==> src/framed_message_receiver_top_defines.svh <==
// Assertion macros shared by the framed message receiver modules.
// Expects clk and rst_n in the scope where a macro is used.
`ifndef FRAMED_MESSAGE_RECEIVER_TOP_DEFINES_SVH
`define FRAMED_MESSAGE_RECEIVER_TOP_DEFINES_SVH

// Same-cycle implication, checked outside reset
`define FMR_ASSERT_IMPL(lbl, ante, cons, msg) \
  lbl: assert property (@(posedge clk) disable iff (!rst_n) (ante) |-> (cons)) else $error(msg);

// Next-cycle implication, checked outside reset
`define FMR_ASSERT_NEXT(lbl, ante, cons, msg) \
  lbl: assert property (@(posedge clk) disable iff (!rst_n) (ante) |=> (cons)) else $error(msg);

`endif

==> src/fmr_pkg.sv <==
// Shared types and constants of the framed message receiver.
// No dependencies; used by every module of the block.
package fmr_pkg;

  localparam int DATA_W = 8;
  localparam int IDX_W  = 6;
  localparam int LEN_W  = 7;

  // Framing characters
  localparam logic [DATA_W-1:0] CH_FRAME_OPEN  = 8'h5B;
  localparam logic [DATA_W-1:0] CH_FRAME_CLOSE = 8'h5D;
  localparam logic [DATA_W-1:0] CH_LT          = 8'h3C;
  localparam logic [DATA_W-1:0] CH_GT          = 8'h3E;
  localparam logic [DATA_W:0]   SUM_MODULUS    = 9'd255;

  // Emit job queue: one entry per message bank
  localparam int JOB_DEPTH = 2;
  localparam int JOB_PTR_W = 1;
  localparam int JOB_CNT_W = 2;

  typedef enum logic [7:0] {
    PH_IDLE     = 8'b0000_0001,
    PH_WANT_LT  = 8'b0000_0010,
    PH_MESSAGE  = 8'b0000_0100,
    PH_WANT_LT2 = 8'b0000_1000,
    PH_CHECK    = 8'b0001_0000,
    PH_WANT_GT  = 8'b0010_0000,
    PH_DONE     = 8'b0100_0000,
    PH_BAD      = 8'b1000_0000
  } phase_t;

  // Message store write request from the parser
  typedef struct packed {
    logic              en;
    logic              bank;
    logic [IDX_W-1:0]  idx;
    logic [DATA_W-1:0] data;
  } wr_req_t;

  // Emit job: which bank holds the message and how long it is
  typedef struct packed {
    logic             bank;
    logic [LEN_W-1:0] len;
  } job_t;

endpackage

==> src/framed_message_receiver_top.sv <==
// Channel    | Dir | Handshake          | Payload
// in_        | in  | in_valid/in_ready  | in_rx_byte[7:0]
// out_       | out | out_valid/out_ready| out_data_byte, out_byte_index, out_msg_length, out_last
//
// Parser takes one byte per cycle; it holds in_ready low only while both
// message banks are queued for output. The emitter gives one result per cycle
// while a job waits and out_ready is high, from a registered store read.
// A message of n bytes gives n results (one zero result for an empty message).
// Synchronous active-low reset clears parser, queue and emitter control;
// the two-bank store (MAX_MSG_BYTES rounded up to a power of two per bank) needs no clearing pass.
// Top level of the framed message receiver; depends on fmr_pkg and submodules.
module framed_message_receiver_top #(
  parameter int MAX_MSG_BYTES = 64
) (
  input  logic                        clk,
  input  logic                        rst_n,
  input  logic                        in_valid,
  output logic                        in_ready,
  input  logic [fmr_pkg::DATA_W-1:0]  in_rx_byte,
  output logic                        out_valid,
  input  logic                        out_ready,
  output logic [fmr_pkg::DATA_W-1:0]  out_data_byte,
  output logic [fmr_pkg::IDX_W-1:0]   out_byte_index,
  output logic [fmr_pkg::LEN_W-1:0]   out_msg_length,
  output logic                        out_last
);

  fmr_pkg::wr_req_t wr;
  fmr_pkg::job_t    push_job;
  fmr_pkg::job_t    head_job;
  logic             push;
  logic             pop;
  logic             job_full;
  logic             head_valid;

  // Parse incoming bytes
  fmr_front #(.MAX_MSG_BYTES(MAX_MSG_BYTES)) u_front (
    .clk        (clk),
    .rst_n      (rst_n),
    .in_valid   (in_valid),
    .in_ready   (in_ready),
    .in_rx_byte (in_rx_byte),
    .job_full   (job_full),
    .wr         (wr),
    .push       (push),
    .push_job   (push_job)
  );

  // Queue validated frames
  fmr_job_fifo u_job_fifo (
    .clk        (clk),
    .rst_n      (rst_n),
    .push       (push),
    .push_job   (push_job),
    .full       (job_full),
    .head_valid (head_valid),
    .head_job   (head_job),
    .pop        (pop)
  );

  // Emit stored messages
  fmr_back #(.MAX_MSG_BYTES(MAX_MSG_BYTES)) u_back (
    .clk            (clk),
    .rst_n          (rst_n),
    .wr             (wr),
    .job_valid      (head_valid),
    .job            (head_job),
    .pop            (pop),
    .out_valid      (out_valid),
    .out_ready      (out_ready),
    .out_data_byte  (out_data_byte),
    .out_byte_index (out_byte_index),
    .out_msg_length (out_msg_length),
    .out_last       (out_last)
  );

endmodule

==> src/fmr_front.sv <==
// Frame parser: checks framing and checksum, writes message bytes to the store.
// Depends on fmr_pkg; feeds fmr_job_fifo and the store in fmr_back.
module fmr_front #(
  parameter int MAX_MSG_BYTES = 64
) (
  input  logic                        clk,
  input  logic                        rst_n,
  input  logic                        in_valid,
  output logic                        in_ready,
  input  logic [fmr_pkg::DATA_W-1:0]  in_rx_byte,
  input  logic                        job_full,
  output fmr_pkg::wr_req_t            wr,
  output logic                        push,
  output fmr_pkg::job_t               push_job
);

  fmr_pkg::phase_t                  phase_r, phase_nxt;
  logic [fmr_pkg::LEN_W-1:0]        count_r, count_nxt;
  logic [fmr_pkg::DATA_W-1:0]       sum_r, sum_nxt;
  logic [fmr_pkg::DATA_W-1:0]       check_r, check_nxt;
  logic                             good_r, good_nxt;
  logic                             bank_r, bank_nxt;
  logic                             accept;
  logic [fmr_pkg::DATA_W:0]         sum_ext;
  logic [fmr_pkg::DATA_W:0]         sum_mod;

  // Stall only while both banks still wait to be emitted
  assign in_ready = !job_full;
  assign accept   = in_valid && in_ready;

  // Running sum mod 255: operands stay below twice the modulus
  assign sum_ext = {1'b0, sum_r} + {1'b0, in_rx_byte};
  assign sum_mod = (sum_ext >= fmr_pkg::SUM_MODULUS) ? (sum_ext - fmr_pkg::SUM_MODULUS)
                                                     : sum_ext;

  assign push_job = '{bank: bank_r, len: count_r};

  // Parse one byte
  always_comb begin
    phase_nxt = phase_r;
    count_nxt = count_r;
    sum_nxt   = sum_r;
    check_nxt = check_r;
    good_nxt  = good_r;
    bank_nxt  = bank_r;
    push      = 1'b0;
    wr.en     = 1'b0;
    wr.bank   = bank_r;
    wr.idx    = count_r[fmr_pkg::IDX_W-1:0];
    wr.data   = in_rx_byte;
    if (accept) begin
      priority if (in_rx_byte == fmr_pkg::CH_FRAME_OPEN) begin
        phase_nxt = fmr_pkg::PH_WANT_LT;
        count_nxt = '0;
        sum_nxt   = '0;
        check_nxt = '0;
        good_nxt  = 1'b0;
      end else if (in_rx_byte == fmr_pkg::CH_FRAME_CLOSE) begin
        phase_nxt = fmr_pkg::PH_IDLE;
        // Hand a good frame to the emitter and move to the other bank
        if (phase_r == fmr_pkg::PH_DONE && good_r) begin
          push     = 1'b1;
          bank_nxt = !bank_r;
        end
      end else begin
        unique case (phase_r)
          fmr_pkg::PH_WANT_LT: begin
            phase_nxt = (in_rx_byte == fmr_pkg::CH_LT) ? fmr_pkg::PH_MESSAGE : fmr_pkg::PH_BAD;
          end
          fmr_pkg::PH_MESSAGE: begin
            priority if (in_rx_byte == fmr_pkg::CH_GT) begin
              phase_nxt = fmr_pkg::PH_WANT_LT2;
            end else if (count_r >= fmr_pkg::LEN_W'(MAX_MSG_BYTES)) begin
              // Drop overlong frames
              phase_nxt = fmr_pkg::PH_BAD;
            end else begin
              wr.en     = 1'b1;
              count_nxt = count_r + fmr_pkg::LEN_W'(1);
              sum_nxt   = sum_mod[fmr_pkg::DATA_W-1:0];
            end
          end
          fmr_pkg::PH_WANT_LT2: begin
            phase_nxt = (in_rx_byte == fmr_pkg::CH_LT) ? fmr_pkg::PH_CHECK : fmr_pkg::PH_BAD;
          end
          fmr_pkg::PH_CHECK: begin
            check_nxt = in_rx_byte;
            phase_nxt = fmr_pkg::PH_WANT_GT;
          end
          fmr_pkg::PH_WANT_GT: begin
            if (in_rx_byte == fmr_pkg::CH_GT) begin
              good_nxt  = ({1'b0, check_r} == ({1'b0, sum_r} + 9'd1));
              phase_nxt = fmr_pkg::PH_DONE;
            end else begin
              phase_nxt = fmr_pkg::PH_BAD;
            end
          end
          fmr_pkg::PH_IDLE, fmr_pkg::PH_DONE, fmr_pkg::PH_BAD: begin
            // Ignore the byte
          end
          default: begin
            phase_nxt = fmr_pkg::PH_IDLE;
          end
        endcase
      end
    end
  end

  // Parser state
  always_ff @(posedge clk) begin
    if (!rst_n) begin
      phase_r <= fmr_pkg::PH_IDLE;
      count_r <= '0;
      sum_r   <= '0;
      check_r <= '0;
      good_r  <= 1'b0;
      bank_r  <= 1'b0;
    end else begin
      phase_r <= phase_nxt;
      count_r <= count_nxt;
      sum_r   <= sum_nxt;
      check_r <= check_nxt;
      good_r  <= good_nxt;
      bank_r  <= bank_nxt;
    end
  end

endmodule

==> src/fmr_job_fifo.sv <==
// Two-entry queue of emit jobs between the parser and the emitter.
// Depends on fmr_pkg and the assertion macros header.
`include "framed_message_receiver_top_defines.svh"

module fmr_job_fifo (
  input  logic          clk,
  input  logic          rst_n,
  input  logic          push,
  input  fmr_pkg::job_t push_job,
  output logic          full,
  output logic          head_valid,
  output fmr_pkg::job_t head_job,
  input  logic          pop
);

  fmr_pkg::job_t                   entry_r [fmr_pkg::JOB_DEPTH];
  logic [fmr_pkg::JOB_PTR_W-1:0]   wr_ptr_r, rd_ptr_r;
  logic [fmr_pkg::JOB_CNT_W-1:0]   cnt_r, cnt_nxt;

  assign full       = (cnt_r == fmr_pkg::JOB_CNT_W'(fmr_pkg::JOB_DEPTH));
  assign head_valid = (cnt_r != '0);
  assign head_job   = entry_r[rd_ptr_r];

  always_comb begin
    cnt_nxt = cnt_r;
    if (push && !pop) begin
      cnt_nxt = cnt_r + fmr_pkg::JOB_CNT_W'(1);
    end else if (pop && !push) begin
      cnt_nxt = cnt_r - fmr_pkg::JOB_CNT_W'(1);
    end
  end

  // Store a new job
  always_ff @(posedge clk) begin
    if (push) begin
      entry_r[wr_ptr_r] <= push_job;
    end
  end

  // Advance pointers and fill count
  always_ff @(posedge clk) begin
    if (!rst_n) begin
      wr_ptr_r <= '0;
      rd_ptr_r <= '0;
      cnt_r    <= '0;
    end else begin
      if (push) begin
        wr_ptr_r <= wr_ptr_r + fmr_pkg::JOB_PTR_W'(1);
      end
      if (pop) begin
        rd_ptr_r <= rd_ptr_r + fmr_pkg::JOB_PTR_W'(1);
      end
      cnt_r <= cnt_nxt;
    end
  end

  `FMR_ASSERT_IMPL(a_job_no_overflow, full && !pop, !push, "job pushed into a full queue")
  `FMR_ASSERT_IMPL(a_job_no_underflow, pop, cnt_r != '0, "job popped from an empty queue")
  `FMR_ASSERT_NEXT(a_job_pop_frees, full && pop && !push, !full, "pop did not free a slot")

endmodule

==> src/fmr_back.sv <==
// Emitter: holds the two-bank message store and plays out each queued message.
// Depends on fmr_pkg and the assertion macros header.
`include "framed_message_receiver_top_defines.svh"

module fmr_back #(
  parameter int MAX_MSG_BYTES = 64
) (
  input  logic                        clk,
  input  logic                        rst_n,
  input  fmr_pkg::wr_req_t            wr,
  input  logic                        job_valid,
  input  fmr_pkg::job_t               job,
  output logic                        pop,
  output logic                        out_valid,
  input  logic                        out_ready,
  output logic [fmr_pkg::DATA_W-1:0]  out_data_byte,
  output logic [fmr_pkg::IDX_W-1:0]   out_byte_index,
  output logic [fmr_pkg::LEN_W-1:0]   out_msg_length,
  output logic                        out_last
);

  localparam int AW        = (MAX_MSG_BYTES > 1) ? $clog2(MAX_MSG_BYTES) : 1;
  localparam int MEM_DEPTH = 2 * (1 << AW);

  logic [fmr_pkg::DATA_W-1:0] mem [MEM_DEPTH];
  logic [fmr_pkg::IDX_W-1:0]  k_r;
  logic                       out_valid_r;
  logic [fmr_pkg::DATA_W-1:0] data_r;
  logic [fmr_pkg::IDX_W-1:0]  idx_r;
  logic [fmr_pkg::LEN_W-1:0]  len_r;
  logic                       last_r;
  logic                       load;
  logic                       last_now;
  logic                       len_zero;

  // Load the output register whenever a job waits and the register is free or being drained
  assign len_zero = (job.len == '0);
  assign last_now = len_zero || ((fmr_pkg::LEN_W'(k_r) + fmr_pkg::LEN_W'(1)) == job.len);
  assign load     = job_valid && (!out_valid_r || out_ready);
  // Release the bank once its last byte has been read
  assign pop      = load && last_now;

  // Write port
  always_ff @(posedge clk) begin
    if (wr.en) begin
      mem[{wr.bank, wr.idx[AW-1:0]}] <= wr.data;
    end
  end

  // Registered read port doubles as the output payload register
  always_ff @(posedge clk) begin
    if (load) begin
      data_r <= len_zero ? '0 : mem[{job.bank, k_r[AW-1:0]}];
      idx_r  <= k_r;
      len_r  <= job.len;
      last_r <= last_now;
    end
  end

  // Output valid and byte counter
  always_ff @(posedge clk) begin
    if (!rst_n) begin
      out_valid_r <= 1'b0;
      k_r         <= '0;
    end else begin
      if (load) begin
        out_valid_r <= 1'b1;
        k_r         <= last_now ? '0 : (k_r + fmr_pkg::IDX_W'(1));
      end else if (out_ready) begin
        out_valid_r <= 1'b0;
      end
    end
  end

  assign out_valid      = out_valid_r;
  assign out_data_byte  = data_r;
  assign out_byte_index = idx_r;
  assign out_msg_length = len_r;
  assign out_last       = last_r;

  `FMR_ASSERT_IMPL(a_empty_single, out_valid && out_msg_length == '0, out_last && out_byte_index == '0 && out_data_byte == '0, "empty message must give one zero result")
  `FMR_ASSERT_IMPL(a_index_in_range, out_valid && out_msg_length != '0, fmr_pkg::LEN_W'(out_byte_index) < out_msg_length, "byte index beyond message length")
  `FMR_ASSERT_IMPL(a_last_at_end, out_valid && out_last && out_msg_length != '0, (fmr_pkg::LEN_W'(out_byte_index) + fmr_pkg::LEN_W'(1)) == out_msg_length, "last mark not on final byte")

endmodule
==> config.mk <==
export PLATFORM = sky130hd
export DESIGN_NAME = framed_message_receiver_top
export DESIGN_NICKNAME = d
export VERILOG_FILES = /design/src/fmr_pkg.sv /design/src/framed_message_receiver_top.sv /design/src/fmr_front.sv /design/src/fmr_job_fifo.sv /design/src/fmr_back.sv
export VERILOG_INCLUDE_DIRS = /design/src /design/src/src
export SDC_FILE = /design/constraint.sdc
export NUM_CORES = 1
export LEC_CHECK = 0
export BUFFER_PORTS_ARGS = -buffer_cell sky130_fd_sc_hd__buf_2
export CORE_MARGIN = 2
export CORE_UTILIZATION = 66
export DETAILED_ROUTE_END_ITERATION = 8
export PLACE_DENSITY = 0.81
export SLEW_MARGIN = 40
export SYNTH_ARGS = -nofsm -noshare
export SYNTH_HDL_FRONTEND = slang
export SYNTH_HIERARCHICAL = 1
export SYNTH_SLANG_ARGS = --single-unit
export TNS_END_PERCENT = 50
==> constraint.sdc <==
create_clock -name clk -period 5.17 [get_ports clk]
set_input_delay 0.517 -clock clk [delete_from_list [all_inputs] [get_ports clk]]
set_output_delay 0.517 -clock clk [all_outputs]
set_load 0.02 [all_outputs]
Yosys cells after proc, flatten, opt, wreduce, memory -nomap -nowiden
Memory sizes are Yosys's and may differ from the RTL's. A register that Yosys moved wholly into a read port is not among the register bits. Index checks and enable logic that the tools add are counted.

Eq/ne operators: 20. Reductions and logical operators: 27. Magnitude comparators: 2. Muxes and demuxes: 47. Bitwise operators: 1. $add $sub $neg: 10.

Operators with widths (number): 2-to-1 mux 8 bit (16); one-hot mux 8 bit (6 select lines) (1); 2-to-1 mux 7 bit (5); equality test 8 x 6 -> 1 bit, second input constant (3); equality test 8 x 7 -> 1 bit, second input constant (3); 2-to-1 mux 1 bit (22); nonzero test 2 bit (7); adder 8 x 1 -> 9 bit, second input constant (1); adder 8 x 8 -> 9 bit (1); equality test 8 x 9 -> 1 bit (1); greater-or-equal comparator 9 x 8 -> 1 bit, second input constant (1); equality test 8 x 1 -> 1 bit, second input constant (1); equality test 8 x 2 -> 1 bit, second input constant (1); equality test 8 x 3 -> 1 bit, second input constant (1); equality test 8 x 4 -> 1 bit, second input constant (1); equality test 8 x 5 -> 1 bit, second input constant (1); equality test 8 bit, second input constant (1); AND reduction 4 bit (2); subtractor 8 bit, second input constant (1); adder 6 x 1 -> 7 bit, second input constant (1); adder 7 x 1 -> 7 bit, second input constant (1); equality test 7 bit (1); greater-or-equal comparator 7 bit, second input constant (1); zero test 7 bit (1); 17 further kinds (32).

Output and inout bits: 24. RAM bits: 1040. Memories: 2. Register bits after elaboration: 58. Word-level logic and storage cells: 123.

Memories: u_back.mem (words 128, width 8, rd ports 1, clocked after Yosys merged registers in 1, wr ports 1, RTL line fmr_back.sv:25) `logic [fmr_pkg::DATA_W-1:0] mem [MEM_DEPTH];`; u_job_fifo.entry_r (words 2, width 8, rd ports 1, clocked after Yosys merged registers in 1, wr ports 1, RTL line fmr_job_fifo.sv:16) `fmr_pkg::job_t entry_r [fmr_pkg::JOB_DEPTH];`.

Logic depth before layout (Yosys ltp)
Gate-level depths: netlist (run 1).

Depth after elaboration: 10. Mapped depth: 13. Mapped depth without buffers: 12.

Cells and area by module
The synthesis (run 1) kept the hierarchy.

Modules (own cells, without submodules): fmr_back (cells an instance 2118, seq. area each 31550.3 um^2, instances 1, area an instance 41129.4 um^2); fmr_front (cells an instance 320, seq. area each 660.6 um^2, instances 1, area an instance 2607.5 um^2); fmr_job_fifo (cells an instance 47, seq. area each 580.6 um^2, instances 1, area an instance 797.0 um^2).

Worst setup path before layout (run 1)
OpenSTA, ideal clock, no wires.

Path kind: flip-flop to flip-flop. Start: reg u_front.phase_r[6]. End: mem u_back/mem[110][0] in the netlist's numbering (enable). Cell stages (with the launch flop): 9. Path buffers: 2. Data required time: 4800 ps. Library setup time: 370 ps. Arrival: 2845 ps. Slack: 1954 ps. Cells stage by stage: dfxtp_1 -> or3_4 -> or4_4 -> nor4_2 -> clkbuf_1 -> nor2b_1 -> nand3_1 -> clkbuf_1 -> nor2_1.

RTL lines: from (decl) (RTL line fmr_front.sv:17) `fmr_pkg::phase_t phase_r, phase_nxt;`; from (signal assigned) (RTL line fmr_front.sv:111) `phase_r <= fmr_pkg::PH_IDLE;`; from (signal assigned) (RTL line fmr_front.sv:118) `phase_r <= phase_nxt;`; to (decl) (RTL line fmr_back.sv:25).

==> results of run 1 <==
-- layout by cell type (no fill, tap or decap), drive strengths merged, types with 11 or more instances in the layout --
master     n
a211oi    18
mux2      31
a31oi     12
and2      11
clkinv    50
nor3      37
o21ai     34
nand3    111
nand4     20
nand2     64
nor2     156
nand2b    17
xor2      15
a21oi     30
xnor2     28
ha        13
a22oi    104
clkbuf   125
dfxtp     45
nor4      13
bufinv    14
mux2i    183
inv       20
edfxtp  1062
nor2b     30
buf       90
mux4     158
-- cells in the mapped netlist, drive strengths merged (15+ instances only) --
library cell and n:
a211oi 18, a21oi 30, a22oi 104, buf 99, clkbuf 49, dfxtp 45, edfxtp 1062, inv 18
mux2 31, mux2i 183, mux4 158, nand2 64, nand2b 17, nand3 111, nand4 20, nor2 156
nor2b 30, nor3 37, o21ai 34, xnor2 28, xor2 15
-- metrics by stage --
stage / hold slack (ns) / instances / setup slack [ns] / instance area, µm²
after floorplan: 0.403 / 2485 / 1.95 / 44500
after global placement: 0.455 / 3300 / 1.11 / 45500
after detailed placement: 0.453 / 3300 / 1.01 / 45500
after CTS: 0.135 / 3493 / 1.28 / 49000
after global routing: 0.137 / 3493 / 1.21 / 49100
final: 0.176 / 3494 / 1.37 / 49100
-- state kept, by name, summed over array words and instances, names as in the netlist, named ones only --
register and flops:
u_back/out_last 1, u_front/count_r 7, u_front/bank_r 1, u_back/k_r 6, u_back/out_msg_length 7, u_front/good_r 1
u_front/phase_r 8, u_back/mem 1024, u_job_fifo/cnt_r 2, u_back/out_byte_index 6, u_front/sum_r 8, u_job_fifo/rd_ptr_r 1
u_back/out_valid 1, u_job_fifo/entry_r 16, u_job_fifo/wr_ptr_r 1, u_back/out_data_byte 8, u_front/check_r 8
-- cells by family after synthesis --
group | synth area share (%)
DFF | 73.6
and+or+nand+nor | 5.84
muxes | 12.9
AOI/OAI and AO/OA | 4.39
buffers and inverters | 1.94
xor gates and xnor gates | 0.899
adders and majority gates | 0.410
-- worst min-delay path, cell delays in order --
cell and delay [ns]:
sky130_fd_sc_hd__buf_2 0.07, sky130_fd_sc_hd__nand2b_1 0.12, sky130_fd_sc_hd__a21oi_1 0.08
-- power groups by stage --
stage / clock, mW / combinational (mW) / sequential (mW)
after global routing: 8.14 / 0.224 / 9.80
after CTS: 7.82 / 0.207 / 9.81
after detailed placement: 0 / 0.205 / 10.0
after floorplan: 0 / 0.0985 / 10.0
after global placement: 0 / 0.194 / 10.0
final: 7.76 / 0.211 / 9.81
-- per-layer routing --
metal	GRT usage, %	routed length, µm	up-vias	share of wire, %
met5	0	23	-	0.021
met4	14.7	5820	4	5.3
met3	7.46	12300	359	11
met2	51.7	53200	1851	48
met1	42.4	39100	12500	35
li1	-	-	10100	-
-- layout make-up --
class                           count  area share (%)
Tap cell                          873            2.23
Timing Repair Buffer               90            1.37
Clock buffer                      125            5.63
Multi-Input combinational cell   1212            22.4
Sequential cell                  1107            66.8
Clock inverter                     68            1.45
Inverter                           18           0.138
Antenna cell                        1         0.00510
-- path summary, 6_finish.rpt --
path                                        start                                     to  slack, ns  cells after the start
setup / recovery       u_back/k_r[0]$_SDFFE_PN0P_  u_back/out_data_byte[4]$_SDFFCE_PP0P_       1.37                      6
hold / removal                          out_ready          u_back/out_valid$_SDFFE_PN0P_       0.18                      3
setup reg to reg       u_back/k_r[0]$_SDFFE_PN0P_  u_back/out_data_byte[4]$_SDFFCE_PP0P_       1.37                      6
hold reg to reg   u_front/count_r[6]$_SDFFE_PN0P_     u_job_fifo/entry_r[0][6]$_DFFE_PP_       0.47                      0
==> results.yml, run 1 <==
run_status:
  status: "complete, no violations"
placement:
  gp_congestion: 0.908
  hpwl_um: 64500
  port_buffers: 35
route:
  wire_per_inst_um: 31.6
  viasPerCell: 7.10
  route.antenna.remaining_nets: 0
  dr.pass1.iters: 8
  drc_errors: 0
  dr_total_vias: 24800
  drtIter0Drc: 3433
  postRouteWirelength_um: 110000
sta:
  worstMarginPinSlew_ns: 0.908
  clock_skew_ns: 0.0355
  grt_setup_unrepaired: "no"
  final_count_of_negative_setup_slack_endpoints: 0
  finalMaxSlewViolations: 0
  timing.final.crit_share_pct: 73.4
  final.setup.tns_ns: 0
  fmax_mhz: 263
  layout_min_cycle_time_ns: 3.80
  worst_slew_margin_pct: 39.2
  timing.final.hold_violations: 0
layout:
  area.sequential_um2: 32800
  multi_input_comb_area_um2: 11000
  finalCoreUtilization_pct: 73.2
  area_delta_synth_final_pct: 10.2
  final_net_count: 2558
  final_layout_size_suffix_gt1_share_pct: 18.8
  fillers: 3701
global_routing:
  grt_antenna_before_repair: 2
  grt_util_all_layers_pct: 32.1
  first_pass_grt_wire_length_um: 163000
  grt_pass1_vias: 25000
  grt_overflow_total: 0
  grt_start_max_net_pins: 91
power_and_ir_drop:
  share_seq_of_total_power_pct: 55.2
  power_mw: 17.8
  power.density_nw_per_um2: 362
  power_switching_mw: 3.43
  internal_dissipation_mw: 14.3
  power.switching_fraction_pct: 19.3
  combinational_share_of_power_pct: 1.2
  maximum_vdd_ir_drop_mv: 0.424
  p_clk_share_pct: 43.6
  cellLeakagePower_nw: 14.9
synthesis:
  postSynthAreaPerCell_um2: 17.9
  synth.largest_area_cell: "sky130_fd_sc_hd__edfxtp_1"
  synthTopCellsByArea: "sky130_fd_sc_hd__edfxtp_1 72%, sky130_fd_sc_hd__mux4_2 8.0%, sky130_fd_sc_hd__mux2i_1 4.1%"
  post_synthesis_instance_area_um2: 44500
  ys_seq_elements: 1107
  ys.flop_type: "sky130_fd_sc_hd__edfxtp_1"
  synthDominantCellAreaShare_pct: 71.6
  synth_edf_count: 1062
  number_of_distinct_standard_cells_referenced_by_the_synthesized_netlist: 75
  seq_area_frac_synth_pct: 73.6
  yosys_warnings: 6
  async_flop_share_pct: 0
  synth_cells: 2485
  syn_nets: 2511
clock_network:
  cts.htree.levels: 3
  cts_root_buffer: "sky130_fd_sc_hd__clkbuf_16"
  total_setup_buffers_inserted_after_cts: 0
  postCtsHoldBufs: 0
  clk_transition_reported_paths_ns: 0.07
  cts_sink_count: 1107
  clk-insertion-delay-late_ns: 0.68
  cts_made_buffers: 103
  tritoncts_clock_tree: "yes"
  cts_max_path_buffers: 3
  cts_repair_resize_count: 0
worst_setup_path:
  setup.worst_path.end_class: "register"
  crit_path_arrival_time_ns: 4.20
  worst-setup-path-type: "reg -> reg"
  cpMaxStageDelayCell: "sky130_fd_sc_hd__dfxtp_4"
  worstSetupStartpointType: "register"
  crit_family: "simple AND/OR/NAND/NOR gates"
  timing.critical_path.cells: "buf_6 > mux4_2 > a22oi_1 > nand4_1 > nor3_1 > a31oi_1"
  cp_data_required_time_ns: 5.57
  maximum_fanout_count_along_the_critical_path: 43
  critical_path.n_buffers_inverters: 1
  cpPeakStageDelay_ns: 0.81
job:
  cap_violations: 0
min_path:
  min-delay-path-class: "in -> reg"
die:
  initial_core_util_pct: 66.4
  die-height_um: 264
  placementRows: 95
  die_span_in_x_um: 264
  die_area_um2: 69600
  floorplan.io_pins: 36
  core-area_um2: 67000
Note: power is estimated with default switching activity, not from simulation.
==> run 2: changes to the inputs <==
--- a/config.mk
+++ b/config.mk
@@ -6,11 +6,12 @@
 export SDC_FILE = /design/constraint.sdc
 export NUM_CORES = 1
 export LEC_CHECK = 0
+export ABC_AREA = 1
 export BUFFER_PORTS_ARGS = -buffer_cell sky130_fd_sc_hd__buf_2
 export CORE_MARGIN = 2
-export CORE_UTILIZATION = 66
+export CORE_UTILIZATION = 63
 export DETAILED_ROUTE_END_ITERATION = 8
-export PLACE_DENSITY = 0.81
+export PLACE_DENSITY = 0.77
 export SLEW_MARGIN = 40
 export SYNTH_ARGS = -nofsm -noshare
 export SYNTH_HDL_FRONTEND = slang
==> constraint.sdc (replaced) <==
create_clock -name clk -period 3.8 [get_ports clk]
set_input_delay 0.38 -clock clk [delete_from_list [all_inputs] [get_ports clk]]
set_output_delay 0.38 -clock clk [all_outputs]
set_load 0.02 [all_outputs]
==> run 2 against run 1 <==
Effect of this change: final area up 7.3%; critical path depth increased by 4; first-iteration DRC count up 49%; clock power rose by 35%; sequential share of layout area down 4.5 points; area after synthesis rose by 8.0%; critical path type unchanged; largest power group unchanged; non-clock buffer count grew 33; power rose by 38%; highest routed layer unchanged.
==> results.yml, run 2 <==
synthesis:
  postSynthAreaPerCell_um2: 10.7
  synthDominantCellAreaShare_pct: 66.3
  synth.largest_area_cell: "sky130_fd_sc_hd__edfxtp_1"
  ys.flop_type: "sky130_fd_sc_hd__edfxtp_1"
  synth_cells: 4475
  syn_nets: 4501
  number_of_distinct_standard_cells_referenced_by_the_synthesized_netlist: 49
  synthTopCellsByArea: "sky130_fd_sc_hd__edfxtp_1 66%, sky130_fd_sc_hd__nand3_1 7.6%, sky130_fd_sc_hd__nand2_1 7.5%"
  synthMostInstantiatedCell: "sky130_fd_sc_hd__edfxtp_1"
  synth_edf_count: 1062
  synth_commonest_cells: "1062 x sky130_fd_sc_hd__edfxtp_1, 962 x sky130_fd_sc_hd__nand2_1, 728 x sky130_fd_sc_hd__nand3_1"
  post_synthesis_instance_area_um2: 48100
  seq_area_frac_synth_pct: 68.2
  async_flop_share_pct: 0
  yosys_warnings: 6
  ys_seq_elements: 1107
global_routing:
  grt_overflow_total: 0
  grt_antenna_before_repair: 2
  first_pass_grt_wire_length_um: 182000
  grt_util_all_layers_pct: 30.8
  grt_pass1_vias: 31600
  grt_start_max_net_pins: 138
min_path:
  timing.hold.worst.start: "in_rx_byte[7]"
  min-delay-path-class: "in -> reg"
  min_to: "u_front/check_r[7]$_SDFFE_PN0P_"
  hold_path_depth: 3
placement:
  hpwl_um: 69500
  dpl.cell_count: 5318
  port_buffers: 35
  gp_congestion: 0.877
  dpl-instance-area_um2: 49200
die:
  core-area_um2: 75700
  placementRows: 101
  die_span_in_x_um: 280
  die_area_um2: 78500
  floorplan.io_pins: 36
  initial_core_util_pct: 63.5
  die-height_um: 280
worst_setup_path:
  depth_of_the_most_critical_reg_to_reg_path: 10
  maximum_fanout_count_along_the_critical_path: 11
  worst_r2r_startpoint: "u_front/phase_r[4]$_SDFFE_PN0P_"
  cp_data_required_time_ns: 4.08
  internal_reg_to_reg_setup_slack_ns: 0.64
  timing.rr.end: "u_back/mem[29][6]$_DFFE_PP_"
  crit_path_arrival_time_ns: 3.43
  worstSetupStartpointType: "register"
  worst-setup-path-type: "reg -> reg"
  setup.worst_path.end_class: "register"
layout:
  layout.cells.most_common: "sky130_fd_sc_hd__edfxtp_1"
  finish.instance_area_um2: 52700
  mostFrequentLayoutCells: "1062 x sky130_fd_sc_hd__edfxtp_1, 962 x sky130_fd_sc_hd__nand2_1, 728 x sky130_fd_sc_hd__nand3_1"
  final_net_count: 4476
  final_layout_size_suffix_gt1_share_pct: 8.88
  finalCoreUtilization_pct: 69.6
  area_delta_synth_final_pct: 9.55
  number_of_flip_flops_under_the_largest_register_name: 1024
  instances_no_fill: 5515
power_and_ir_drop:
  combinational_share_of_power_pct: 2.6
  p_clk_share_pct: 42.7
  cellLeakagePower_nw: 20.0
  power.density_nw_per_um2: 465
  internal_dissipation_mw: 19.6
  power_mw: 24.5
  share_seq_of_total_power_pct: 54.8
  maximum_vdd_ir_drop_mv: 0.400
  power_switching_mw: 4.94
  power.switching_fraction_pct: 20.1
clock_network:
  cts_made_buffers: 105
  clk_transition_reported_paths_ns: 0.06
  cts_root_buffer: "sky130_fd_sc_hd__clkbuf_16"
  tritoncts_clock_tree: "yes"
  cts.htree.levels: 3
  clk-insertion-delay-late_ns: 0.67
  cts_sink_count: 1107
  cts_max_path_buffers: 3
sta:
  grt_setup_unrepaired: "no"
  timing.final.hold_violations: 0
  fmax_mhz: 317
  layout_min_cycle_time_ns: 3.16
  finalMaxSlewViolations: 0
  final.setup.tns_ns: 0
  final_count_of_negative_setup_slack_endpoints: 0
  worst_slew_margin_pct: 41.6
  clock_skew_ns: 0.0308
  timing.final.crit_share_pct: 83.1
  worstMarginPinSlew_ns: 0.876
route:
  drtIter0Drc: 5107
  dr_total_vias: 33100
  route.antenna.remaining_nets: 0
  viasPerCell: 6.00
  drc_errors: 0
  postRouteWirelength_um: 120000
  wire_per_inst_um: 21.8
  dr.pass1.iters: 6
run_status:
  status: "complete, no violations"
job:
  cap_violations: 0
-- run 2: worst max-delay path by stage --
| stage | startpoint | end | cells after the start |
|---|---|---|---|
| after floorplan | u_front/phase_r[1]$_SDFFE_PN0P_ | u_back/mem[105][0]$_DFFE_PP_ | 11 |
| after global placement | in_rx_byte[2] | u_back/mem[45][2]$_DFFE_PP_ | 11 |
| after detailed placement | in_rx_byte[2] | u_back/mem[45][7]$_DFFE_PP_ | 11 |
| after CTS | u_front/phase_r[4]$_SDFFE_PN0P_ | u_back/mem[45][0]$_DFFE_PP_ | 10 |
| after global routing | u_front/phase_r[4]$_SDFFE_PN0P_ | u_back/mem[45][3]$_DFFE_PP_ | 10 |
| final | u_front/phase_r[4]$_SDFFE_PN0P_ | u_back/mem[29][6]$_DFFE_PP_ | 10 |
-- run 2: final cells by class --
type,count,area [µm²]
clock inverters,56,619
inverters,542,2050
flip-flops and latches,1107,32800
diodes,1,2.50
multi-input cells,2571,12000
clock buffers,137,2820
well taps,978,1220
repair buffers,123,1140
fillers,5168,23000
-- run 2: logic make-up (layout without fill, tap and decap cells) --
kind of cell	Yosys count	count (layout)	share of synthesized area [%]
compound gates	297	297	3.72
simple gates	2229	2229	20.2
buf+inv	797	858	6.83
mux	8	8	0.187
flops	1107	1107	68.2
xor+xnor	23	23	0.450
other cells	0	1	0
fa+ha+maj	14	14	0.380
-- run 2: metrics by stage --
step           hold WS, ns  setup WS (ns)
5_1_grt             0.0566          0.515
3_3_place_gp         0.466          0.612
2_1_floorplan        0.403           1.28
4_1_cts             0.0154          0.732
3_5_place_dp         0.477          0.633
6_report            0.0465          0.643
-- run 2: per-layer routing --
metal	track usage [%]	vias up	part of all wire (%)
met5	0	-	0.019
met4	12.7	4	3.8
met3	6.46	307	12
met2	48.7	2140	46
met1	42.1	15600	38
li1	-	15000	-
-- run 2: worst max-delay path, stage by stage (launching register included) --
cell and delay, ns:
sky130_fd_sc_hd__dfxtp_1 0.33, sky130_fd_sc_hd__nor2_2 0.17, sky130_fd_sc_hd__nand3_2 0.13, sky130_fd_sc_hd__nor2_2 0.20, sky130_fd_sc_hd__inv_1 0.09, sky130_fd_sc_hd__nor3_1 0.19
sky130_fd_sc_hd__nand3_1 0.20, sky130_fd_sc_hd__inv_1 0.43, sky130_fd_sc_hd__nand2_1 0.16, sky130_fd_sc_hd__buf_4 0.30, sky130_fd_sc_hd__nor2_1 0.55
-- run 2: power by group through the flow --
stage | clock network (mW) | logic [mW] | registers, mW
final | 10.5 | 0.632 | 13.4
after global routing | 11.0 | 0.691 | 13.4
after CTS | 10.5 | 0.623 | 13.4
after detailed placement | 0 | 0.620 | 13.7
after global placement | 0 | 0.609 | 13.7
after floorplan | 0 | 0.389 | 13.7
-- run 2: what timing repair did --
item                                    4_1_cts  5_1_grt
hold endpoints to repair                      2        0
endpoints found under the setup margin        0        0
gates resized for setup                       0        0
buffers inserted                              0        0
hold buffers                                  2        0
